<file path="config.mk">
export PLATFORM = sky130hd
export DESIGN_NAME = nmea_rmc_field_parser_flat
export DESIGN_NICKNAME = d
export VERILOG_FILES = /design/src/design/nrmc_pkg.sv /design/src/design/nrmc_if.sv /design/src/design/nrmc_parser.sv /design/src/design/nrmc_result_reg.sv /design/src/design/nmea_rmc_field_parser.sv /design/src/flat_wrapper.sv
export VERILOG_INCLUDE_DIRS = /design/src /design/src/design
export SDC_FILE = /design/constraint.sdc
export NUM_CORES = 1
export LEC_CHECK = 0
export ABC_AREA = 1
export BUFFER_PORTS_ARGS = -buffer_cell sky130_fd_sc_hd__buf_2
export CELL_PAD_IN_SITES_DETAIL_PLACEMENT = 1
export CELL_PAD_IN_SITES_GLOBAL_PLACEMENT = 2
export CORE_AREA = 2 2 221 223
export CTS_BUF_LIST = sky130_fd_sc_hd__clkbuf_2
export CTS_CLUSTER_DIAMETER = 150
export DETAILED_ROUTE_END_ITERATION = 7
export DIE_AREA = 0 0 223 225
export HOLD_SLACK_MARGIN = 0.15
export PLACE_DENSITY_LB_ADDON = 0.1
export SYNTH_ARGS = -nofsm -noshare
export SYNTH_HDL_FRONTEND = slang
export SYNTH_SLANG_ARGS = --single-unit
</file>
<file path="constraint.sdc">
create_clock -name clock -period 23.1 [get_ports clock]
set_clock_uncertainty 0.05 [all_clocks]
set_input_delay 3.465 -clock clock [delete_from_list [all_inputs] [get_ports clock]]
set_output_delay 3.465 -clock clock [all_outputs]
set_load 0.02 [all_outputs]
</file>
<file path="src/design/nmea_rmc_field_parser_defines.svh">
// Assertion macros shared by the NMEA RMC field parser.
`ifndef NMEA_RMC_FIELD_PARSER_DEFINES_SVH
`define NMEA_RMC_FIELD_PARSER_DEFINES_SVH

// Same-cycle implication, disabled while reset is high.
`define NRMC_ASSERT_NOW(label, clk, rst, ante, cons, msg) \
   label: assert property (@(posedge clk) disable iff (rst) (ante) |-> (cons)) \
      else $error(msg);

// Next-cycle implication, disabled while reset is high.
`define NRMC_ASSERT_NEXT(label, clk, rst, ante, cons, msg) \
   label: assert property (@(posedge clk) disable iff (rst) (ante) |=> (cons)) \
      else $error(msg);

`endif

</file>
<file path="src/design/nrmc_pkg.sv">
// Package: parse phases, character codes, result type and helpers of the RMC parser.
package nrmc_pkg;

   localparam int MAX_SPEED_CHARS_DEF = 5;
   localparam int SPEED_REPORT_MAX    = 5;

   typedef enum logic [3:0] {
      PH_HUNT    = 4'd0,
      PH_HDRSKIP = 4'd1,
      PH_TIME    = 4'd2,
      PH_TSKIP   = 4'd3,
      PH_STATUS  = 4'd4,
      PH_LATSEP  = 4'd5,
      PH_LAT     = 4'd6,
      PH_LONSEP  = 4'd7,
      PH_LON     = 4'd8,
      PH_SPDSEP  = 4'd9,
      PH_SPEED   = 4'd10,
      PH_SPDEND  = 4'd11,
      PH_COURSE  = 4'd12,
      PH_DATE    = 4'd13
   } phase_type;

   localparam logic [7:0] CHR_DOLLAR = 8'h24;
   localparam logic [7:0] CHR_COMMA  = 8'h2C;
   localparam logic [7:0] CHR_POINT  = 8'h2E;
   localparam logic [7:0] CHR_A      = 8'h41;
   localparam logic [7:0] CHR_V      = 8'h56;

   localparam logic [1:0] FIX_VALID   = 2'd0;
   localparam logic [1:0] FIX_INVALID = 2'd1;
   localparam logic [1:0] FIX_UNKNOWN = 2'd2;

   typedef struct packed {
      logic [39:0] time_high;
      logic [39:0] time_low;
      logic [27:0] latitude_bcd;
      logic [31:0] longitude_bcd;
      logic [39:0] speed_text;
      logic [2:0]  speed_length;
      logic [23:0] date_bcd;
      logic [1:0]  fix_status;
   } result_type;

   // Characters of the "$GPRMC" header by position.
   function automatic logic [7:0] header_char(input logic [2:0] idx);
      logic [7:0] chr;
      case (idx)
         3'd0:    chr = CHR_DOLLAR;
         3'd1:    chr = 8'h47;
         3'd2:    chr = 8'h50;
         3'd3:    chr = 8'h52;
         3'd4:    chr = 8'h4D;
         3'd5:    chr = 8'h43;
         default: chr = 8'h00;
      endcase
      return chr;
   endfunction

   function automatic logic is_dec(input logic [7:0] chr);
      return (chr >= 8'h30) && (chr <= 8'h39);
   endfunction

endpackage

</file>
<file path="src/design/nrmc_if.sv">
// Valid/ready channel interfaces for received bytes and parsed sentence results.
interface nrmc_req_if;
   logic       valid;
   logic       ready;
   logic [7:0] rx_byte;

   modport source (output valid, output rx_byte, input ready);
   modport sink   (input valid, input rx_byte, output ready);
endinterface

interface nrmc_rsp_if;
   logic        valid;
   logic        ready;
   logic [39:0] time_high;
   logic [39:0] time_low;
   logic [27:0] latitude_bcd;
   logic [31:0] longitude_bcd;
   logic [39:0] speed_text;
   logic [2:0]  speed_length;
   logic [23:0] date_bcd;
   logic [1:0]  fix_status;

   modport source (output valid, output time_high, output time_low, output latitude_bcd,
                   output longitude_bcd, output speed_text, output speed_length,
                   output date_bcd, output fix_status, input ready);
   modport sink   (input valid, input time_high, input time_low, input latitude_bcd,
                   input longitude_bcd, input speed_text, input speed_length,
                   input date_bcd, input fix_status, output ready);
endinterface

</file>
<file path="src/design/nrmc_parser.sv">
// Sentence parser: phase register, field captures and result assembly for one byte.
module nrmc_parser import nrmc_pkg::*; #(
   parameter int MAX_SPEED_CHARS = MAX_SPEED_CHARS_DEF
) (
   input  logic       clock,
   input  logic       reset,
   input  logic       step,
   input  logic [7:0] rx_byte,
   output logic       emit,
   output result_type result
);

   localparam int SPD_KEEP  = (MAX_SPEED_CHARS < SPEED_REPORT_MAX) ?
                              MAX_SPEED_CHARS : SPEED_REPORT_MAX;
   localparam int SPD_CNT_W = $clog2(MAX_SPEED_CHARS + 1);

   phase_type            phase_ff, phase_in;
   logic [3:0]           pos_ff, pos_in;
   logic [7:0]           time_ff [10];
   logic [7:0]           time_in [10];
   logic [3:0]           lat_ff [7];
   logic [3:0]           lat_in [7];
   logic [3:0]           lon_ff [8];
   logic [3:0]           lon_in [8];
   logic [7:0]           spd_ff [SPD_KEEP];
   logic [7:0]           spd_in [SPD_KEEP];
   logic [SPD_CNT_W-1:0] cnt_ff, cnt_in;
   logic [3:0]           date_ff [6];
   logic [3:0]           date_in [6];
   logic                 fmt_ok_ff, fmt_ok_in;
   logic [1:0]           status_code;
   logic [2:0]           lat_idx, lon_idx;
   logic [3:0]           pos_inc;
   logic [SPD_CNT_W-1:0] cnt_inc;
   logic [2:0]           spd_len;

   assign pos_inc = pos_ff + 4'd1;
   assign cnt_inc = cnt_ff + SPD_CNT_W'(1);
   assign lat_idx = (pos_ff < 4'd4) ? pos_ff[2:0] : 3'(pos_ff - 4'd1);
   assign lon_idx = (pos_ff < 4'd5) ? pos_ff[2:0] : 3'(pos_ff - 4'd1);

   always_comb begin
      phase_in    = phase_ff;
      pos_in      = pos_ff;
      time_in     = time_ff;
      lat_in      = lat_ff;
      lon_in      = lon_ff;
      spd_in      = spd_ff;
      cnt_in      = cnt_ff;
      date_in     = date_ff;
      fmt_ok_in   = fmt_ok_ff;
      unique case (phase_ff)
         PH_HUNT: begin
            if (pos_ff < 4'd6 && rx_byte == header_char(pos_ff[2:0])) begin
               if (pos_ff == 4'd5) begin
                  // Header complete: start a fresh capture.
                  for (int k = 0; k < 10; k++) time_in[k] = 8'h00;
                  for (int k = 0; k < 7; k++) lat_in[k] = 4'h0;
                  for (int k = 0; k < 8; k++) lon_in[k] = 4'h0;
                  for (int k = 0; k < SPD_KEEP; k++) spd_in[k] = 8'h00;
                  for (int k = 0; k < 6; k++) date_in[k] = 4'h0;
                  cnt_in    = '0;
                  fmt_ok_in = 1'b1;
                  phase_in  = PH_HDRSKIP;
                  pos_in    = 4'd0;
               end else begin
                  pos_in = pos_inc;
               end
            end else begin
               pos_in = (rx_byte == CHR_DOLLAR) ? 4'd1 : 4'd0;
            end
         end
         PH_HDRSKIP: begin
            phase_in = PH_TIME;
            pos_in   = 4'd0;
         end
         PH_TIME: begin
            if (pos_ff < 4'd10) time_in[pos_ff] = rx_byte;
            pos_in = pos_inc;
            if (pos_inc >= 4'd10) begin
               phase_in = PH_TSKIP;
               pos_in   = 4'd0;
            end
         end
         PH_TSKIP: begin
            phase_in = PH_STATUS;
         end
         PH_STATUS: begin
            if (rx_byte == CHR_A) begin
               phase_in = PH_LATSEP;
            end else begin
               phase_in    = PH_HUNT;
               pos_in      = 4'd0;
            end
         end
         PH_LATSEP: begin
            phase_in = PH_LAT;
            pos_in   = 4'd0;
         end
         PH_LAT: begin
            if (pos_ff == 4'd4) begin
               if (rx_byte != CHR_POINT) fmt_ok_in = 1'b0;
            end else if (pos_ff < 4'd8) begin
               if (!is_dec(rx_byte)) fmt_ok_in = 1'b0;
               lat_in[lat_idx] = rx_byte[3:0];
            end
            pos_in = pos_inc;
            if (pos_inc >= 4'd8) begin
               phase_in = PH_LONSEP;
               pos_in   = 4'd0;
            end
         end
         PH_LONSEP: begin
            pos_in = pos_inc;
            if (pos_inc >= 4'd3) begin
               phase_in = PH_LON;
               pos_in   = 4'd0;
            end
         end
         PH_LON: begin
            if (pos_ff == 4'd5) begin
               if (rx_byte != CHR_POINT) fmt_ok_in = 1'b0;
            end else if (pos_ff < 4'd9) begin
               if (!is_dec(rx_byte)) fmt_ok_in = 1'b0;
               lon_in[lon_idx] = rx_byte[3:0];
            end
            pos_in = pos_inc;
            if (pos_inc >= 4'd9) begin
               phase_in = PH_SPDSEP;
               pos_in   = 4'd0;
            end
         end
         PH_SPDSEP: begin
            pos_in = pos_inc;
            if (pos_inc >= 4'd3) begin
               phase_in = PH_SPEED;
               pos_in   = 4'd0;
               cnt_in   = '0;
            end
         end
         PH_SPEED: begin
            if (rx_byte == CHR_COMMA) begin
               phase_in = PH_COURSE;
               pos_in   = 4'd0;
            end else begin
               for (int k = 0; k < SPD_KEEP; k++) begin
                  if (cnt_ff == SPD_CNT_W'(k)) spd_in[k] = rx_byte;
               end
               cnt_in = cnt_inc;
               if (cnt_inc >= SPD_CNT_W'(MAX_SPEED_CHARS)) phase_in = PH_SPDEND;
            end
         end
         PH_SPDEND: begin
            phase_in = PH_COURSE;
            pos_in   = 4'd0;
         end
         PH_COURSE: begin
            pos_in = pos_inc;
            if (rx_byte == CHR_COMMA || pos_inc >= 4'd6) begin
               phase_in = PH_DATE;
               pos_in   = 4'd0;
            end
         end
         PH_DATE: begin
            if (!is_dec(rx_byte)) fmt_ok_in = 1'b0;
            if (pos_ff < 4'd6) date_in[pos_ff[2:0]] = rx_byte[3:0];
            pos_in = pos_inc;
            if (pos_inc >= 4'd6) begin
               phase_in    = PH_HUNT;
               pos_in      = 4'd0;
            end
         end
         default: begin
            phase_in = PH_HUNT;
            pos_in   = 4'd0;
         end
      endcase
   end

   // Raise the result strobe on the byte that closes a sentence.
   always_comb begin
      emit        = 1'b0;
      status_code = FIX_VALID;
      unique case (phase_ff)
         PH_STATUS: begin
            if (rx_byte != CHR_A) begin
               emit        = 1'b1;
               status_code = (rx_byte == CHR_V) ? FIX_INVALID : FIX_UNKNOWN;
            end
         end
         PH_DATE: begin
            if (pos_inc >= 4'd6) begin
               emit        = 1'b1;
               status_code = fmt_ok_in ? FIX_VALID : FIX_INVALID;
            end
         end
         default: begin
            emit        = 1'b0;
            status_code = FIX_VALID;
         end
      endcase
   end

   // Assemble the result from the post-update capture.
   assign spd_len = (cnt_in > SPD_CNT_W'(SPD_KEEP)) ? 3'(SPD_KEEP) : 3'(cnt_in);

   always_comb begin
      result = '0;
      for (int k = 0; k < 5; k++) begin
         result.time_high[39-8*k -: 8] = time_in[k];
         result.time_low[39-8*k -: 8]  = time_in[k+5];
      end
      for (int k = 0; k < 7; k++) result.latitude_bcd[27-4*k -: 4] = lat_in[k];
      for (int k = 0; k < 8; k++) result.longitude_bcd[31-4*k -: 4] = lon_in[k];
      for (int k = 0; k < SPD_KEEP; k++) begin
         if (3'(k) < spd_len) result.speed_text[39-8*k -: 8] = spd_in[k];
      end
      result.speed_length = spd_len;
      for (int k = 0; k < 6; k++) result.date_bcd[23-4*k -: 4] = date_in[k];
      result.fix_status = status_code;
   end

   always_ff @(posedge clock) begin
      if (reset) begin
         phase_ff <= PH_HUNT;
         pos_ff   <= 4'd0;
      end else if (step) begin
         phase_ff <= phase_in;
         pos_ff   <= pos_in;
      end
   end

   always_ff @(posedge clock) begin
      if (step) begin
         time_ff   <= time_in;
         lat_ff    <= lat_in;
         lon_ff    <= lon_in;
         spd_ff    <= spd_in;
         cnt_ff    <= cnt_in;
         date_ff   <= date_in;
         fmt_ok_ff <= fmt_ok_in;
      end
   end

endmodule

</file>
<file path="src/design/nrmc_result_reg.sv">
// Result register: holds one finished sentence result until the sink takes it.
module nrmc_result_reg import nrmc_pkg::*; (
   input  logic       clock,
   input  logic       reset,
   input  logic       load,
   input  result_type load_data,
   input  logic       out_ready,
   output logic       out_valid,
   output result_type out_data
);

   logic       vld_ff, vld_in;
   result_type data_ff;

   assign vld_in = load | (vld_ff & ~out_ready);

   always_ff @(posedge clock) begin
      if (reset) begin
         vld_ff <= 1'b0;
      end else begin
         vld_ff <= vld_in;
      end
   end

   always_ff @(posedge clock) begin
      if (load) begin
         data_ff <= load_data;
      end
   end

   assign out_valid = vld_ff;
   assign out_data  = data_ff;

endmodule

</file>
<file path="src/design/nmea_rmc_field_parser.sv">
// An accepted byte waits in the input register until parsed; a finished result is registered.
// Throughput: one byte per cycle; the input register advances every cycle except when
//   the byte would finish a sentence while the result register still holds an untaken item.
// Reset (synchronous, active high): header hunt, empty input and result registers.
// Captured fields are cleared whenever a new "$GPRMC" header is matched.
`include "nmea_rmc_field_parser_defines.svh"

module nmea_rmc_field_parser import nrmc_pkg::*; #(
   parameter int MAX_SPEED_CHARS = MAX_SPEED_CHARS_DEF
) (
   input logic         clock,
   input logic         reset,
   nrmc_req_if.sink    req_chan,
   nrmc_rsp_if.source  rsp_chan
);

   // Input register: one received byte waiting for the parser.
   logic       in_vld_ff, in_vld_in;
   logic [7:0] in_byte_ff;

   logic       emit;
   logic       slot_free;
   logic       advance;
   logic       req_take;
   result_type parsed;
   result_type held;

   // The result slot is free when empty or being drained this cycle.
   assign slot_free = ~rsp_chan.valid | rsp_chan.ready;

   // Advance the parser unless the byte would finish a sentence into a full slot.
   assign advance = in_vld_ff & (~emit | slot_free);

   // Take a new byte whenever the input register is empty or moves on.
   assign req_chan.ready = ~in_vld_ff | advance;
   assign req_take       = req_chan.valid & req_chan.ready;

   assign in_vld_in = req_take | (in_vld_ff & ~advance);

   always_ff @(posedge clock) begin
      if (reset) begin
         in_vld_ff <= 1'b0;
      end else begin
         in_vld_ff <= in_vld_in;
      end
   end

   always_ff @(posedge clock) begin
      if (req_take) begin
         in_byte_ff <= req_chan.rx_byte;
      end
   end

   // Parse phase, field captures and result assembly.
   nrmc_parser #(
      .MAX_SPEED_CHARS (MAX_SPEED_CHARS)
   ) u_parser (
      .clock   (clock),
      .reset   (reset),
      .step    (advance),
      .rx_byte (in_byte_ff),
      .emit    (emit),
      .result  (parsed)
   );

   // Hold the finished item for the result channel.
   nrmc_result_reg u_result (
      .clock     (clock),
      .reset     (reset),
      .load      (advance & emit),
      .load_data (parsed),
      .out_ready (rsp_chan.ready),
      .out_valid (rsp_chan.valid),
      .out_data  (held)
   );

   assign rsp_chan.time_high     = held.time_high;
   assign rsp_chan.time_low      = held.time_low;
   assign rsp_chan.latitude_bcd  = held.latitude_bcd;
   assign rsp_chan.longitude_bcd = held.longitude_bcd;
   assign rsp_chan.speed_text    = held.speed_text;
   assign rsp_chan.speed_length  = held.speed_length;
   assign rsp_chan.date_bcd      = held.date_bcd;
   assign rsp_chan.fix_status    = held.fix_status;

   // A free result slot never backs up the byte stream.
   `NRMC_ASSERT_NOW(a_no_stall_when_free, clock, reset, slot_free, req_chan.ready, "input stalled with free result slot")

   // Only the three defined fix codes leave the block.
   `NRMC_ASSERT_NOW(a_fix_code, clock, reset, rsp_chan.valid, (rsp_chan.fix_status == FIX_VALID || rsp_chan.fix_status == FIX_INVALID || rsp_chan.fix_status == FIX_UNKNOWN), "undefined fix code")

   // An unknown status ends the sentence before any field after it is captured.
   `NRMC_ASSERT_NOW(a_unknown_empty, clock, reset, (rsp_chan.valid && rsp_chan.fix_status == FIX_UNKNOWN), (rsp_chan.speed_length == 3'd0 && rsp_chan.date_bcd == 24'd0 && rsp_chan.latitude_bcd == 28'd0), "unknown status with captured fields")

   // A stalled result keeps its slot occupied in the next cycle.
   `NRMC_ASSERT_NEXT(a_stall_holds_slot, clock, reset, (rsp_chan.valid && !rsp_chan.ready), rsp_chan.valid, "stalled result dropped")

endmodule

</file>
<file path="src/flat_wrapper.sv">
// flat-port wrapper written by rule: the top's interface ports become plain ports
module nmea_rmc_field_parser_flat import nrmc_pkg::*;
#(
   parameter int MAX_SPEED_CHARS = MAX_SPEED_CHARS_DEF
)
  (clock, reset, req_chan_valid, req_chan_rx_byte, req_chan_ready, rsp_chan_valid, rsp_chan_time_high, rsp_chan_time_low, rsp_chan_latitude_bcd, rsp_chan_longitude_bcd, rsp_chan_speed_text, rsp_chan_speed_length, rsp_chan_date_bcd, rsp_chan_fix_status, rsp_chan_ready);
  nrmc_req_if req_chan_i ();
  nrmc_rsp_if rsp_chan_i ();
  input logic clock;
  input logic reset;
  input wire logic [$bits(req_chan_i.valid)-1:0] req_chan_valid;
  input wire logic [$bits(req_chan_i.rx_byte)-1:0] req_chan_rx_byte;
  output wire logic [$bits(req_chan_i.ready)-1:0] req_chan_ready;
  output wire logic [$bits(rsp_chan_i.valid)-1:0] rsp_chan_valid;
  output wire logic [$bits(rsp_chan_i.time_high)-1:0] rsp_chan_time_high;
  output wire logic [$bits(rsp_chan_i.time_low)-1:0] rsp_chan_time_low;
  output wire logic [$bits(rsp_chan_i.latitude_bcd)-1:0] rsp_chan_latitude_bcd;
  output wire logic [$bits(rsp_chan_i.longitude_bcd)-1:0] rsp_chan_longitude_bcd;
  output wire logic [$bits(rsp_chan_i.speed_text)-1:0] rsp_chan_speed_text;
  output wire logic [$bits(rsp_chan_i.speed_length)-1:0] rsp_chan_speed_length;
  output wire logic [$bits(rsp_chan_i.date_bcd)-1:0] rsp_chan_date_bcd;
  output wire logic [$bits(rsp_chan_i.fix_status)-1:0] rsp_chan_fix_status;
  input wire logic [$bits(rsp_chan_i.ready)-1:0] rsp_chan_ready;
  assign req_chan_i.valid = req_chan_valid;
  assign req_chan_i.rx_byte = req_chan_rx_byte;
  assign req_chan_ready = req_chan_i.ready;
  assign rsp_chan_valid = rsp_chan_i.valid;
  assign rsp_chan_time_high = rsp_chan_i.time_high;
  assign rsp_chan_time_low = rsp_chan_i.time_low;
  assign rsp_chan_latitude_bcd = rsp_chan_i.latitude_bcd;
  assign rsp_chan_longitude_bcd = rsp_chan_i.longitude_bcd;
  assign rsp_chan_speed_text = rsp_chan_i.speed_text;
  assign rsp_chan_speed_length = rsp_chan_i.speed_length;
  assign rsp_chan_date_bcd = rsp_chan_i.date_bcd;
  assign rsp_chan_fix_status = rsp_chan_i.fix_status;
  assign rsp_chan_i.ready = rsp_chan_ready;
  nmea_rmc_field_parser #(.MAX_SPEED_CHARS(MAX_SPEED_CHARS)) u_core (.clock(clock), .reset(reset), .req_chan(req_chan_i), .rsp_chan(rsp_chan_i));
endmodule
</file>
# Yosys cells after proc, flatten, opt, wreduce, memory -nomap -nowiden
# Cells that the tools add are included.
# totals
in_bits	12
reg_bits	435
# op_classes
n_eq_ne	43
bitwise	20
add_sub_neg	3
muxes	91
magnitude_cmp	28
n_reduce_logical	13
# op_table
op	count
two-way mux 80 bit	3
case mux 80 bit (2 select lines)	1
two-way mux 32 bit	4
two-way mux 40 bit	3
two-way mux 28 bit	4
two-way mux 4 bit	24
bitwise mux 80 bit	1
case mux 40 bit (2 select lines)	1
two-way mux 24 bit	3
case mux 32 bit (2 select lines)	1
two-way mux 8 bit	7
case mux 28 bit (2 select lines)	1
case mux 4 bit (14 select lines)	1
case mux 24 bit (2 select lines)	1
case mux 7 bit (6 select lines)	1
case mux 4 bit (10 select lines)	1
demux 4 bit (select 3 bit)	3
bitwise mux 32 bit	1
demux 8 bit (select 4 bit)	1
bitwise mux 28 bit	1
bitwise mux 24 bit	1
== test 4 x 3 -> 1 bit (second input constant)	6
== test 4 bit (second input constant)	6
greater-or-equal comparator 4 bit (second input constant)	6
48 further kinds	116

# Logic depth before layout (Yosys ltp)
# Gate-level depths: netlist of the first run.
# depth
depth_word	11
depth_mapped	17

# Cells and area by module
# From an unflattened synthesis of the first run, not the netlist that was laid out.
# unflattened
cells_unflattened	1635
hier_area_um2	18549.0
# by_module_without_submodules
module	cells_each	seq_area_each_um2	area_per_inst_um2	n_inst
nrmc_parser	1401	6406.1	11913.9	1
nrmc_result_reg	214	6296.0	6316.1	1
nmea_rmc_field_parser	20	260.2	319.1	1

# Worst setup path after synthesis of the first run
# Ideal clock, no wire load.
# synth_path
path_type	input -> register
from	input rsp_chan_ready
to	register u_core.u_result.data_ff (netlist bit u_core.u_result.out_data[0]), enable pin
path_stages	4
t_arrival_ns	13.423
setup_slack_ns	9.072
cell_sequence	nor2_1 -> a21boi_2 -> nand2_1 -> inv_1
# synth_between
elab_chain_len	4
# synth_lines
item	line	rtl
from (decl)	flat_wrapper.sv:23	input wire logic [$bits(rsp_chan_i.ready)-1:0] rsp_chan_ready;
OR 1 bit	nmea_rmc_field_parser.sv:29	assign slot_free = ~rsp_chan.valid | rsp_chan.ready;
OR 1 bit	nmea_rmc_field_parser.sv:32	assign advance = in_vld_ff & (~emit | slot_free);
AND 1 bit	nmea_rmc_field_parser.sv:32	
AND 1 bit	nmea_rmc_field_parser.sv:70	.load (advance & emit),
net u_core.u_result.load	nrmc_result_reg.sv:5	input logic load,
to (signal assigned)	nrmc_result_reg.sv:27	data_ff <= load_data;
to (decl)	nrmc_result_reg.sv:13	result_type data_ff;
# The timed path passes the listed nets, and every way through them passes these cells.
# A chain may end at the register's enable or synchronous reset.

# Final worst setup path of the first run
# layout_path
from	input rsp_chan_ready
to	output req_chan_ready
# layout_between
elab_chain_len	4
# layout_lines
item	line	rtl
OR 1 bit	nmea_rmc_field_parser.sv:29	
OR 1 bit	nmea_rmc_field_parser.sv:32	
AND 1 bit	nmea_rmc_field_parser.sv:32	
OR 1 bit	nmea_rmc_field_parser.sv:35	assign req_chan.ready = ~in_vld_ff | advance;
to (decl)	flat_wrapper.sv:13	output wire logic [$bits(req_chan_i.ready)-1:0] req_chan_ready;
# No other way between the ends.

==> results of run 1 <==
## kinds of logic (layout without fill, tap and decap cells)
logic type / count (synthesis) / count (layout) / synth area share [%]
xor gates and xnor gates: 1 / 1 / 0.0440
adders and majority gates: 19 / 19 / 1.19
and+or+nand+nor: 800 / 800 / 16.8
AOI/OAI and AO/OA: 385 / 385 / 10.9
DFF: 435 / 435 / 65.2
other: 0 / 1 / 0
buffers and inverters: 291 / 648 / 5.95
## flip-flops by register name (all words and copies together), names as in the netlist
signal	cells
u_core.u_result.out_valid	1
u_core.u_parser.pos_ff	4
u_core.in_vld_ff	1
u_core.u_parser.time_ff	80
u_core.u_parser.spd_ff	40
u_core.u_parser.date_ff	24
u_core.u_result.out_data	209
u_core.u_parser.fmt_ok_ff	1
u_core.u_parser.lon_ff	32
u_core.u_parser.cnt_ff	3
u_core.in_byte_ff	8
u_core.u_parser.lat_ff	28
u_core.u_parser.phase_ff	4
## power by group through the flow
stage / clock (mW) / sequential (mW) / combinational [mW]
2_1_floorplan: 0 / 1.00 / 0.213
4_1_cts: 0.537 / 0.978 / 0.320
6_report: 0.516 / 0.978 / 0.316
3_5_place_dp: 0 / 0.996 / 0.318
3_3_place_gp: 0 / 0.994 / 0.307
5_1_grt: 0.574 / 0.983 / 0.359
## synthesized netlist by cell type, types with 5 or more instances
library cell / count
o211ai_1: 73
ha_1: 19
dfxtp_1: 10
clkbuf_1: 29
nand2_2: 7
o21ai_1: 40
inv_2: 9
nor2_4: 10
clkinv_1: 5
nand2_1: 496
nand3_1: 90
nor3_1: 13
a21oi_1: 28
buf_6: 8
edfxtp_1: 425
buf_1: 5
inv_1: 212
buf_2: 22
nor2_2: 10
nand4_1: 5
o21ai_0: 233
nor2_1: 157
## metal layers
metal	vias to the layer above	part of all wire (%)	GRT usage (%)
met3	111	4.2	4.15
met4	0	2.5	8.44
met5	-	0	0
met1	7431	45	31.0
li1	7238	-	-
met2	348	48	38.9
## worst max-delay path, delay by kind of cell
| family | cells | cell delay, ns |
|---|---|---|
| and+or+nand+nor | 2 | 0.48 |
| buffers and inverters | 2 | 0.30 |
## area by class of cell
| cell class | instances | area (um^2) | area share [%] |
|---|---|---|---|
| Tap cell | 615 | 769 | 3.42 |
| Sequential cell | 435 | 13000 | 57.6 |
| Multi-Input combinational cell | 1205 | 5760 | 25.6 |
| Inverter | 226 | 856 | 3.80 |
| Clock inverter | 46 | 249 | 1.11 |
| Timing Repair Buffer | 233 | 1190 | 5.30 |
| Antenna cell | 1 | 2.50 | 0.0111 |
| Clock buffer | 143 | 716 | 3.18 |
## stage by stage
step	setup slack [ns]	instance area, um^2	cells	power (mW)
after floorplan	9.07	19900	1931	1.21
after global placement	15.38	21500	2714	1.30
after detailed placement	15.34	21500	2714	1.31
after CTS	15.34	22500	2903	1.84
after global routing	15.27	22500	2904	1.92
final	15.35	22500	2904	1.81
## path summary, 6_finish.rpt
kind                                               start                                       to  slack [ns]
setup / recovery                          rsp_chan_ready                           req_chan_ready       15.35
hold / removal     u_core.u_parser.time_ff[28]$_DFFE_PN_  u_core.u_result.out_data[157]$_DFFE_PP_        0.51
setup reg to reg  u_core.u_parser.pos_ff[0]$_SDFFE_PP0P_  u_core.u_result.out_data[180]$_DFFE_PP_       17.96
hold reg to reg    u_core.u_parser.time_ff[28]$_DFFE_PN_  u_core.u_result.out_data[157]$_DFFE_PP_        0.51
==> impl_metrics.py, run 1 <==
metrics = {
    "logic_synthesis": {
        "synth_flop_cell": "edfxtp_1",
        "ys_types": 37,
        "ys_warn_count": 0,
        "synth-seq-cells": 435,
        "synth_enable_flop_cells": 425,
        "yosysTopAreaCell": "edfxtp_1",
        "synth_fp_nets": 1962,
        "synth-async-reset-ratio_pct": 0,
        "netlist_area_um2": 19900,
        "avgSynthCellArea_um2": 10.3,
        "synth_area_leaders": "edfxtp_1 64%, nand2_1 9.4%, o21ai_0 5.9%, inv_1 4.0%, nor2_1 3.0%",
        "synthCells": 1931,
        "synth.top_cell.area_share_pct": 64.2,
        "yosysSeqAreaShare_pct": 65.2,
    },
    "sta": {
        "hold_violations": 0,
        "min_period_ns": 7.75,
        "fin_hold_ws_ns": 0.513,
        "drv_slew": 0,
        "rsz0062_at_grt": "no",
        "max-slew-margin-rel_pct": 24.7,
        "fmax_ghz": 0.129,
        "tightest_slew_ns": 1.13,
        "fin_setup_tns_ns": 0,
        "setup_viol": 0,
        "finalCritPeriodShare_pct": 33.5,
    },
    "cells_and_area": {
        "drive_gt1_share_pct": 19.4,
        "nFillCells": 5445,
        "layout_common_cells": "495 x nand2_1, 425 x edfxtp_1, 233 x o21ai_0",
        "area_growth_pct": 13.2,
        "final_common_cell": "nand2_1",
        "nets": 2241,
        "utilization_pct": 47.3,
    },
    "clocking": {
        "numCtsBuffers": 109,
        "cts.sinks": 435,
        "cts_resized": 0,
        "cts_max_level": 3,
        "post-cts-setup-buffers": 0,
        "clock_latency_ns": 1.12,
        "cts_root_buffer": "clkbuf_2",
        "cts_hold_buf": 0,
        "path_clk_slew_ns": 0.11,
        "cts_tree": "built",
        "cts.path.max_buffers": 3,
    },
    "setup_path": {
        "max_stage_delay_ns": 0.30,
        "reg2reg_depth": 11,
        "cp.arrival_ns": 4.23,
        "cp_max_fo": 4,
        "worstSetupPathType": "in2out",
        "critical_path.most_common_cell": "buf_2",
        "crit_chain": "buf_2 > nor2_1 > nand3_1 > buf_2",
        "crit_required_ns": 19.59,
        "critPathLaunchType": "input port",
        "slowest_stage": "nor2_1",
        "end_kind": "primary output",
    },
    "pwr": {
        "combPwrFrac_pct": 17.5,
        "p_int_mw": 1.23,
        "p_leak_nw": 9.35,
        "p_sw_share_pct": 32.0,
        "p_sw_uw": 580,
        "clkPwrFrac_pct": 28.5,
        "p_seq_share_pct": 54.0,
        "ir_drop_uv": 48.0,
        "powerDensity_nw_per_um2": 80.4,
    },
    "detailed_routing": {
        "wl_per_cell_um": 20.2,
        "drt.antenna.violating_nets": 0,
        "routed_wl_mm": 58.6,
        "drc": 0,
        "num_vias": 15100,
        "drt-initial-drc-count": 978,
        "detail_route.first_pass.iterations": 5,
        "vias_per_cell": 5.21,
    },
    "placement": {
        "gp_congestion": 0.838,
        "portBuffers": 222,
        "place_hpwl_mm": 38.4,
    },
    "die": {
        "coreArea_um2": 47500,
        "fp.dieArea_um2": 50200,
        "dieHeight_um": 225,
        "dieWidth_um": 223,
        "num_rows": 80,
        "pin_count": 223,
        "initial_core_util_pct": 41.8,
    },
    "outcome": {
        "status": "finished, final reports clean",
    },
    "global_route": {
        "grt_pass1_vias": 15700,
        "groute.usage.overall_pct": 23.5,
        "grt_pass1_wl_mm": 90.6,
        "grt_max_degree": 142,
        "grt-ovfl-total": 0,
        "antenna_found_initial": 1,
    },
    "run": {
        "maxCapViolCount": 0,
    },
    "worst_hold_path": {
        "hold_path_class": "reg2reg",
        "whs_path_depth": 2,
    },
}
Power figures use the tool's default switching activity.
==> inputs of run 2 (changes only) <==
CORE_AREA = 2 2 229 231   (was 2 2 221 223)
DIE_AREA = 0 0 231 233   (was 0 0 223 225)
clock period = 7.8 ns   (was 23.1 ns; I/O delays follow)
==> impl_metrics.py, run 2 (synthesis gave the netlist of run 1 again) <==
metrics = {
    "global_route": {
        "grt_max_degree": 168,
        "grtUsageMet2_pct": 37.4,
        "grt_busiest_layer": "met2",
        "grt_pass1_vias": 15800,
        "antenna_found_initial": 1,
        "met3_usage_pct": 3.59,
        "grt_pass1_wl_mm": 91.8,
        "grt-ovfl-total": 0,
        "groute.usage.overall_pct": 22.3,
        "met1_usage_pct": 29.1,
    },
    "pwr": {
        "ir_drop_uv": 93.1,
        "fin_total_pwr_mw": 5.37,
        "powerDensity_nw_per_um2": 236,
        "p_sw_share_pct": 32.4,
        "p_leak_nw": 9.42,
        "p_int_mw": 3.63,
        "clkPwrFrac_pct": 28.6,
        "p_seq_share_pct": 53.9,
        "p_sw_mw": 1.74,
        "combPwrFrac_pct": 17.5,
    },
    "detailed_routing": {
        "num_vias": 15300,
        "drt-initial-drc-count": 883,
        "vias_per_cell": 5.10,
        "wl_per_cell_um": 20.2,
        "routed_wl_mm": 60.3,
        "detail_route.first_pass.iterations": 6,
        "drt.antenna.violating_nets": 0,
        "drc": 0,
    },
    "worst_hold_path": {
        "whs_path_depth": 4,
        "hold_start": "rsp_chan_ready",
        "hold_path_class": "in2reg",
    },
    "die": {
        "fp.dieArea_um2": 53800,
        "initial_core_util_pct": 38.9,
        "coreArea_um2": 51100,
        "pin_count": 223,
        "num_rows": 83,
        "dieWidth_um": 231,
        "dieHeight_um": 233,
    },
    "setup_path": {
        "worstSetupPathType": "reg2out",
        "end_kind": "primary output",
        "cp-startpoint": "u_core.u_parser.pos_ff[2]$_SDFFE_PP0P_",
        "cp_max_fo": 14,
        "r2r-start": "u_core.u_parser.pos_ff[0]$_SDFFE_PP0P_",
        "critPathLaunchType": "register",
        "crit_required_ns": 6.58,
        "reg2reg_depth": 16,
        "cp.arrival_ns": 3.38,
    },
    "sta": {
        "drv_slew": 0,
        "max-slew-margin-rel_pct": 28.7,
        "rsz0062_at_grt": "no",
        "tightest_slew_ns": 1.07,
        "finalCritPeriodShare_pct": 59.0,
        "setup_viol": 0,
        "hold_violations": 0,
        "min_period_ns": 4.60,
        "fin_hold_ws_ns": 0.308,
        "fmax_ghz": 0.217,
    },
    "clocking": {
        "cts_max_level": 3,
        "clock_latency_ns": 1.18,
        "cts.sinks": 435,
        "numCtsBuffers": 111,
        "post-cts-setup-buffers": 0,
        "path_clk_slew_ns": 0.11,
        "cts_root_buffer": "clkbuf_2",
        "cts_resized": 0,
        "cts_hold_buf": 8,
        "cts.path.max_buffers": 3,
        "cts_tree": "built",
    },
    "cells_and_area": {
        "largest_reg_flops": 209,
        "final_common_cell": "nand2_1",
        "nets": 2252,
        "drive_gt1_share_pct": 20.0,
        "area_growth_pct": 14.4,
        "layout_common_cells": "495 x nand2_1, 425 x edfxtp_1, 233 x o21ai_0",
    },
    "outcome": {
        "status": "finished, final reports clean",
    },
    "placement": {
        "gp_congestion": 0.796,
        "place_hpwl_mm": 39.3,
        "portBuffers": 222,
    },
    "run": {
        "maxCapViolCount": 0,
    },
}
[run 2: cell types whose count changed in the layout (fill, tap and decap cells not counted), sizes merged]
cell	before	now
clkinvlp	1	2
inv	223	222
clkbuf	143	157
clkinv	46	45
dlygate4sd3	0	8
diode	1	2
buf	233	234
bufinv	2	0
[run 2: layout make-up]
class,count,area [um^2]
antenna,2,5.00
clock buffer,157,786
clock inverter,43,200
fill,5964,28300
inverter,226,852
multi-input combinational,1205,5790
sequential,435,13000
tap,680,851
timing repair buffer,242,1310
[run 2: final timing paths]
kind / end / slack [ns]
worst max-delay path: req_chan_ready / 3.20
worst min-delay path: u_core.u_result.out_valid$_SDFF_PP0_ / 0.31
worst max register to register: u_core.u_parser.time_ff[37]$_DFFE_PN_ / 3.63
worst min register to register: u_core.u_result.out_data[195]$_DFFE_PP_ / 0.51
[run 2: stage by stage]
step	setup WS, ns	cells	TNS, ns	instance area, um^2	utilization [%]
after floorplan	-0.212	1931	-44.44	19900	-
after global placement	3.72	2780	0	21700	42.4
after detailed placement	3.62	2780	0	21700	42.4
after CTS	3.03	2988	0	22700	44.5
after global routing	2.85	2990	0	22800	44.5
final	3.20	2990	0	22800	44.5
[run 2: power groups by stage]
stage	Clock, mW	Sequential, mW	Combinational [mW]
finish	1.54	2.90	0.937
global route	1.72	2.91	1.07
CTS	1.61	2.90	0.947
detailed placement	0	2.95	0.941
global placement	0	2.95	0.908
floorplan	0	2.96	0.633
[run 2: routing by layer]
metal	routed length, um	up-vias
met1	26400	7486
met5	0	-
li1	-	7277
met4	1610	0
met3	2870	100
met2	29400	394
[run 2: critical path, cell delays in order, from the launching register on]
cell     delay (ns)
dfxtp_1        0.67
ha_1           0.34
nand2_1        0.08
nand2_1        0.10
nand2_2        0.14
a21oi_2        0.16
inv_1          0.06
nand2_1        0.12
nand2_1        0.16
nand3_1        0.18
buf_2          0.22
==> inputs of run 3 (changes only) <==
clock period = 4.82 ns   (was 7.8 ns; I/O delays follow)
==> impl_metrics.py, run 3 (synthesis gave the netlist of run 1 again) <==
metrics = {
    "outcome": {
        "status": "finished, final reports clean",
    },
    "sta": {
        "hold_violations": 0,
        "setup_viol": 0,
        "max-slew-margin-rel_pct": 30.9,
        "min_period_ns": 4.05,
        "tightest_slew_ns": 1.04,
        "drv_slew": 0,
        "finalCritPeriodShare_pct": 84.1,
        "fmax_ghz": 0.247,
        "setup_ws_ns": 0.767,
        "rsz0062_at_grt": "no",
        "fin_setup_tns_ns": 0,
    },
    "die": {
        "dieWidth_um": 231,
        "fp.dieArea_um2": 53800,
        "dieHeight_um": 233,
        "num_rows": 83,
        "pin_count": 223,
        "coreArea_um2": 51100,
        "initial_core_util_pct": 38.9,
    },
    "pwr": {
        "powerDensity_nw_per_um2": 378,
        "p_leak_nw": 9.48,
        "ir_drop_uv": 151,
    },
    "clocking": {
        "cts_root_buffer": "clkbuf_2",
        "numCtsBuffers": 110,
        "post-cts-setup-buffers": 0,
        "cts.path.max_buffers": 3,
        "cts_tree": "built",
        "clock_latency_ns": 1.12,
        "cts.sinks": 435,
        "path_clk_slew_ns": 0.10,
        "cts_max_level": 3,
    },
    "placement": {
        "gp_congestion": 0.823,
        "place_inst": 2791,
        "place_hpwl_mm": 39.7,
        "portBuffers": 222,
        "pre_cts_slack_ns": 1.26,
    },
    "cells_and_area": {
        "final_common_cell": "nand2_1",
        "finalNonFillerCells": 3005,
        "nFillCells": 5920,
        "multi_input_area_um2": 5800,
        "largest_reg_flops": 209,
        "drive_gt1_share_pct": 20.4,
        "layout_common_cells": "495 x nand2_1, 425 x edfxtp_1, 233 x o21ai_0",
        "area_growth_pct": 15.3,
        "seq_area_um2": 13000,
        "nets": 2273,
    },
    "detailed_routing": {
        "detail_route.first_pass.iterations": 4,
        "vias_per_cell": 5.08,
        "drt.antenna.violating_nets": 0,
        "routed_wl_mm": 60.6,
        "num_vias": 15300,
        "drc": 0,
        "drt-initial-drc-count": 837,
        "wl_per_cell_um": 20.2,
    },
    "setup_path": {
        "critPathLaunchType": "register",
        "reg2reg_depth": 14,
        "cp.arrival_ns": 3.28,
        "crit_required_ns": 4.05,
        "worstSetupPathType": "reg2out",
        "cp_max_fo": 6,
        "end_kind": "primary output",
    },
    "global_route": {
        "grt_max_degree": 151,
        "antenna_found_initial": 1,
        "groute.usage.overall_pct": 22.4,
        "grt-ovfl-total": 0,
        "grt_pass1_vias": 15700,
        "grt_pass1_wl_mm": 91.8,
    },
    "worst_hold_path": {
        "hold_path_class": "in2reg",
        "whs_path_depth": 2,
    },
    "run": {
        "maxCapViolCount": 0,
    },
}
## run 3: changes by cell type in the layout (fill, tap and decap cells not counted), sizes merged, moves of 2 or more
cell,before,now
buf,234,245
clkbuf,157,155
clkinv,45,39
dlygate4sd3,8,19
## run 3: cell type report
| class | instances | share of cell area [%] |
|---|---|---|
| flip-flops and latches | 435 | 56.5 |
| well taps | 680 | 3.71 |
| clock inverters | 39 | 0.796 |
| inverters | 226 | 3.74 |
| diodes | 1 | 0.0109 |
| multi-input cells | 1205 | 25.3 |
| clock buffers | 155 | 3.38 |
| repair buffers | 264 | 6.53 |
## run 3: worst max-delay path, stage by stage, from the launching register on
cell and delay [ns]:
dfxtp_1 0.41, nand2_1 0.12, nor3_1 0.77, nand2_1 0.25
nand2_2 0.19, nand3_1 0.19, buf_2 0.24
## run 3: final timing paths
path	end	slack, ns	start
worst max-delay path	req_chan_ready	0.77	u_core.u_parser.phase_ff[3]$_SDFFE_PP0P_
worst min-delay path	u_core.in_byte_ff[7]$_DFFE_PP_	0.32	req_chan_rx_byte[7]
worst max register to register	u_core.u_parser.lat_ff[14]$_DFFE_PN_	1.25	u_core.u_parser.pos_ff[2]$_SDFFE_PP0P_
worst min register to register	u_core.u_result.out_data[139]$_DFFE_PP_	0.51	u_core.u_parser.time_ff[10]$_DFFE_PN_
## run 3: report_power, final
| part | leakage [nW] | switching (mW) | internal [mW] |
|---|---|---|---|
| Combinational | 4.72 | 1.15 | 0.393 |
| Sequential | 4.03 | 0.0859 | 4.59 |
| Clock | 0.729 | 1.56 | 0.886 |
| Total | 9.48 | 2.79 | 5.87 |
## run 3: per-layer routing
layer	wire [um]	up-vias	share of wire [%]	track usage (%)
li1	-	7300	-	-
met1	27100	7513	45	29.2
met2	29400	358	48	36.9
met3	2660	86	4.4	4.15
met4	1440	0	2.4	8.69
met5	0	-	0	0
## run 3: through the flow
step	cell area [um^2]	util, %	total power [mW]	hold WS (ns)
3_5_place_dp	21800	42.6	6.31	0.495
3_3_place_gp	21800	42.6	6.26	0.477
5_1_grt	22900	44.9	9.20	0.237
4_1_cts	22900	44.9	8.81	0.160
6_report	22900	44.9	8.67	0.320
2_1_floorplan	20000	-	5.81	0.458
## run 3: repair_timing
action | 4_1_cts | 5_1_grt
hold endpoints to repair | 26 | 0
resized for setup | 0 | 0
hold buffers | 19 | 0
